<file path="src/design/tht_pkg.sv">
package tht_pkg;

  localparam int SLOT_COUNT_DEF = 256;
  localparam int INDEX_BITS_DEF = 8;

  localparam int VALUE_W    = 32;
  localparam int OP_W       = 2;
  localparam int ST_W       = 2;
  localparam int SLOT_IDX_W = 8;
  // widest slot address and occupancy count over the parameter range
  localparam int ADDR_W_MAX  = 16;
  localparam int COUNT_W_MAX = 17;

  localparam logic [OP_W-1:0] OP_ADD  = 2'd0;
  localparam logic [OP_W-1:0] OP_DEL  = 2'd1;
  localparam logic [OP_W-1:0] OP_GET  = 2'd2;
  localparam logic [OP_W-1:0] OP_FIND = 2'd3;

  localparam logic [ST_W-1:0] ST_OK      = 2'd0;
  localparam logic [ST_W-1:0] ST_FULL    = 2'd1;
  localparam logic [ST_W-1:0] ST_MISSING = 2'd2;
  localparam logic [ST_W-1:0] ST_BADARG  = 2'd3;

  // classified request handed from front to back
  typedef struct packed {
    logic [OP_W-1:0]       op;
    logic                  pre_done;
    logic [ST_W-1:0]       pre_status;
    logic [VALUE_W-1:0]    value;
    logic [VALUE_W-1:0]    tag;
    logic [ADDR_W_MAX-1:0] addr;
  } cmd_t;

  typedef struct packed {
    logic                   clearing;
    logic [COUNT_W_MAX-1:0] used_count;
  } back_stat_t;

endpackage

</file>
<file path="src/design/tht_front.sv">
module tht_front #(
  parameter int SLOT_COUNT = 256,
  parameter int INDEX_BITS = 8
) (
  input  logic                              clk,
  input  logic                              rst,
  input  logic                              hold,
  input  logic                              in_valid,
  output logic                              in_stall,
  input  logic [tht_pkg::OP_W-1:0]          operation,
  input  logic [tht_pkg::VALUE_W-1:0]       entry_value,
  input  logic [tht_pkg::SLOT_IDX_W-1:0]    slot_index,
  input  logic [tht_pkg::VALUE_W-1:0]       handle,
  output logic                              cmd_valid,
  output tht_pkg::cmd_t                     cmd,
  input  logic                              cmd_pop
);
  import tht_pkg::*;

  localparam logic [VALUE_W-1:0] LOW_MASK = VALUE_W'((64'd1 << INDEX_BITS) - 64'd1);
  localparam logic [VALUE_W-1:0] SLOTS    = VALUE_W'(SLOT_COUNT);

  cmd_t       q [2];
  logic       wp;
  logic       rp;
  logic [1:0] cnt;
  cmd_t       cls;
  logic       push;
  logic [VALUE_W-1:0] hidx;

  assign hidx = handle & LOW_MASK;

  always_comb begin
    cls            = '0;
    cls.op         = operation;
    cls.value      = entry_value;
    cls.tag        = handle & ~LOW_MASK;
    cls.pre_status = ST_OK;
    case (operation)
      OP_ADD: begin
        if (entry_value == '0) begin
          cls.pre_done   = 1'b1;
          cls.pre_status = ST_BADARG;
        end
      end
      OP_DEL: begin
        cls.addr = ADDR_W_MAX'(slot_index);
        if (VALUE_W'(slot_index) >= SLOTS) begin
          cls.pre_done   = 1'b1;
          cls.pre_status = ST_BADARG;
        end
      end
      OP_GET: begin
        cls.addr = ADDR_W_MAX'(hidx);
        if (hidx >= SLOTS) begin
          cls.pre_done   = 1'b1;
          cls.pre_status = ST_MISSING;
        end
      end
      OP_FIND: begin
        if (entry_value == '0) begin
          cls.pre_done   = 1'b1;
          cls.pre_status = ST_BADARG;
        end
      end
      default: begin
        cls.pre_done = 1'b0;
      end
    endcase
  end

  assign in_stall  = (cnt == 2'd2) || hold;
  assign push      = in_valid && !in_stall;
  assign cmd_valid = (cnt != 2'd0);
  assign cmd       = q[rp];

  always_ff @(posedge clk) begin
    if (push) begin
      q[wp] <= cls;
    end
    if (rst) begin
      wp  <= 1'b0;
      rp  <= 1'b0;
      cnt <= 2'd0;
    end else begin
      if (push) begin
        wp <= ~wp;
      end
      if (cmd_pop) begin
        rp <= ~rp;
      end
      cnt <= cnt + 2'(push) - 2'(cmd_pop);
    end
  end

endmodule

</file>
<file path="config.mk">
export PLATFORM = sky130hd
export DESIGN_NAME = tht_front
export DESIGN_NICKNAME = d
export VERILOG_FILES = /design/src/design/tht_pkg.sv /design/src/design/tht_front.sv
export SDC_FILE = /design/constraint.sdc
export NUM_CORES = 1
export LEC_CHECK = 0
export ABC_AREA = 0
export BUFFER_PORTS_ARGS = -buffer_cell sky130_fd_sc_hd__buf_2
export CORE_ASPECT_RATIO = 1.1
export CORE_MARGIN = 8
export CORE_UTILIZATION = 40
export CTS_CLUSTER_SIZE = 12
export DETAILED_ROUTE_END_ITERATION = 12
export PLACE_DENSITY = 0.64
export SETUP_SLACK_MARGIN = 0.02
export SLEW_MARGIN = 0
export SYNTH_ARGS = -nofsm -noshare
export SYNTH_HDL_FRONTEND = slang
export SYNTH_SLANG_ARGS = --single-unit
</file>
<file path="constraint.sdc">
create_clock -name clk -period 4.8 [get_ports clk]
set_clock_uncertainty 0.05 [all_clocks]
set_input_delay 0.24 -clock clk [delete_from_list [all_inputs] [get_ports clk]]
set_output_delay 0.24 -clock clk [all_outputs]
set_load 0.05 [all_outputs]
</file>
==> impl_metrics.yaml <==
global_route:
  grt_util_all_layers: 0.131
  grt_overflow: 0
  antenna_found_initial: 0
  grt_pass1_vias: 3514
  grt_max_degree: 49
  grt_pass1_wl_um: 17800
critical_path:
  cp_top_family: "flip-flops"
  setup.worst_path.class: "register to output port"
  crit_chain: "buf_4, mux2_2, buf_2"
  rr_worst_depth: 4
  crit_slowest_cell: "dfxtp_2"
  slowest_delay_ns: 1.09
  reg2reg_to: "q[1][26]"
  worstPathBufferInverterCount: 2
  cp.arrival_ns: 2.54
  start_kind: "register"
  r2r_start: "cnt[1]"
  endpoint_kind: "output port"
  crit_required_ns: 4.51
  reg2reg_setup_slack_ns: 2.33
  cp_max_fo: 48
logic_synthesis:
  synth-edff-count: 134
  synth_most_common_cell: "edfxtp_1"
  synthTopCellsByCount: "134 x edfxtp_1, 67 x mux2_2, 19 x buf_4, 13 x nor2_1, 8 x a22oi_1"
  synth.avg_cell_area_um2: 18.7
  synth.area.top_cells: "edfxtp_1 74%, mux2_2 14%, buf_4 2.6%"
  synth_top_area_cell: "edfxtp_1"
  synth_flop_cell: "edfxtp_1"
  ys_async_sr_fraction: 0
  yosys.area.top_type_share: 0.739
  synth_seq_area_share: 0.757
  syn_area_mm2: 0.00545
  synthCells: 291
  yosysWarnings: 0
  ys_types: 28
  synth_seq_cells: 139
clocking:
  htreeDepth: 4
  cts_setup_buffers: 0
  clkTransAtPathRegs_ns: 0.05
  clock_latency_ns: 0.40
  clk_path_buf_depth: 2
  cts_resized: 0
  cts_buffers: 17
  cts_tree: "built"
  postCtsHoldBufs: 56
  numClockSinks: 139
  root_buffer: "clkbuf_16"
power_and_ir_drop:
  p_leak_nw: 2.83
  vdd_drop_max_v: 0.000202
  p_per_area_mw_per_mm2: 426
  power_mw: 3.17
drt:
  drt-total-wl_um: 11400
  drt_pass1_iterations: 6
  vias: 3154
  ant_nets: 0
  wl_per_cell_um: 16.2
  drt_iter0_drc: 160
  drc: 0
  wl_met1_um: 4750
  wl_met3_um: 565
  top_layer_used: "met4"
  wl_met2_um: 5920
  avgViaCountPerCell: 4.49
cells_and_area:
  finalNonFillerCells: 703
  antenna-diode-count: 0
  drive_above_1_share: 0.491
  syn_to_final_growth_pct: 36.6
  final_nets: 591
hold_path:
  hold_path.class: "input port to register"
  min_from: "entry_value[9]"
  whs_endpoint: "q[0][41]"
  hold_path_depth: 1
floorplanning:
  start_util: 0.411
  die_w_um: 127
  ioPinCount: 166
  dieArea_mm2: 0.0176
  die_y_um: 138
  core_area_mm2: 0.0133
  rows: 44
place:
  preCtsSetupSlack_ns: 2.25
  gp_congestion: 0.734
  port-buffer-count: 149
  dp.cells: 615
  hpwl_um: 7740
status:
  status: "complete, no violations"
flow_run:
  cap_viol_max_count: 0
timing:
  fin_crit_ns: 2.83
  setup_tns_ns: 0
  hold_viol: 0
  fin_ws_ns: 1.97
  worst-slew-pin-transition_ns: 1.16
  holdWs_ns: 0.0128
  slew_viol_final: 0
  slew_headroom: 0.225
  rsz0062_at_grt: "no"
  fmax_mhz: 353
  post-route-period-util: 0.590
  setup_violations: 0
## cell families (layout without fill, tap and decap cells)
group	after synthesis	after routing	synth area share
muxes	67	67	0.139
buffers and inverters	34	247	0.0416
AOI/OAI and AO/OA	10	10	0.0133
and+or+nand+nor	33	33	0.0340
DFF	139	139	0.757
other	1	16	0.000689
xor gates and xnor gates	2	2	0.00322
adders and majority gates	5	5	0.0115
## registers in the layout, summed over array words and instances (netlist names), named ones only
name / cells
q: 134
wp: 1
rp: 1
cnt: 2
## where the power goes
group          internal, mW  switching, mW
Clock                 0.754          0.461
Sequential             1.39         0.0287
Combinational         0.170          0.365
Total                  2.32          0.855
## cell type report
cell class / count / area [um^2]
Timing Repair Buffer: 210 / 1350
Inverter: 6 / 22.5
Clock inverter: 13 / 128
Multi-Input combinational cell: 133 / 1160
Fill cell: 1055 / 5830
Clock buffer: 18 / 429
Tap cell: 184 / 230
Sequential cell: 139 / 4130
## worst max path at each step
| stage | endpoint | slack (ns) | cells past startpoint | start |
|---|---|---|---|---|
| CTS | cmd[35] | 1.88 | 3 | register |
| global route | cmd[53] | 1.75 | 3 | register |
| detailed placement | q[1][17] | 2.25 | 4 | cnt[1] |
| floorplan | q[1][0] | 0.59 | 3 | cnt[1] |
| global placement | q[1][15] | 2.29 | 4 | cnt[1] |
| finish | cmd[53] | 1.97 | 3 | register |
## worst reg2reg max path, delay by kind of cell, from the launching register on
kind	cells	cell delay, ns
flops	1	0.32
simple gates	3	1.32
buf+inv	1	0.44
## per-layer routing
metal,global-route usage,vias up
met5,0,-
met4,0.0577,0
met3,0.0400,9
met2,0.222,119
met1,0.148,1504
li1,-,1522
## per-stage QoR
stage	cell area, um^2	util
floorplan	5500	-
global placement	6310	0.476
detailed placement	6310	0.476
CTS	7430	0.560
global route	7440	0.561
finish	7440	0.561
## cells in the final DEF (no fill, tap or decap), drive strengths merged, types with 7 or more instances in the layout
cell type	synthesis	final
a22oi	8	8
nor4	7	7
clkbuf	2	18
buf	26	153
conb	1	16
mux2	67	67
nor2	13	13
edfxtp	134	134
dlygate4sd3	0	57
inv	6	7
(Power assumes the default switching activity.)
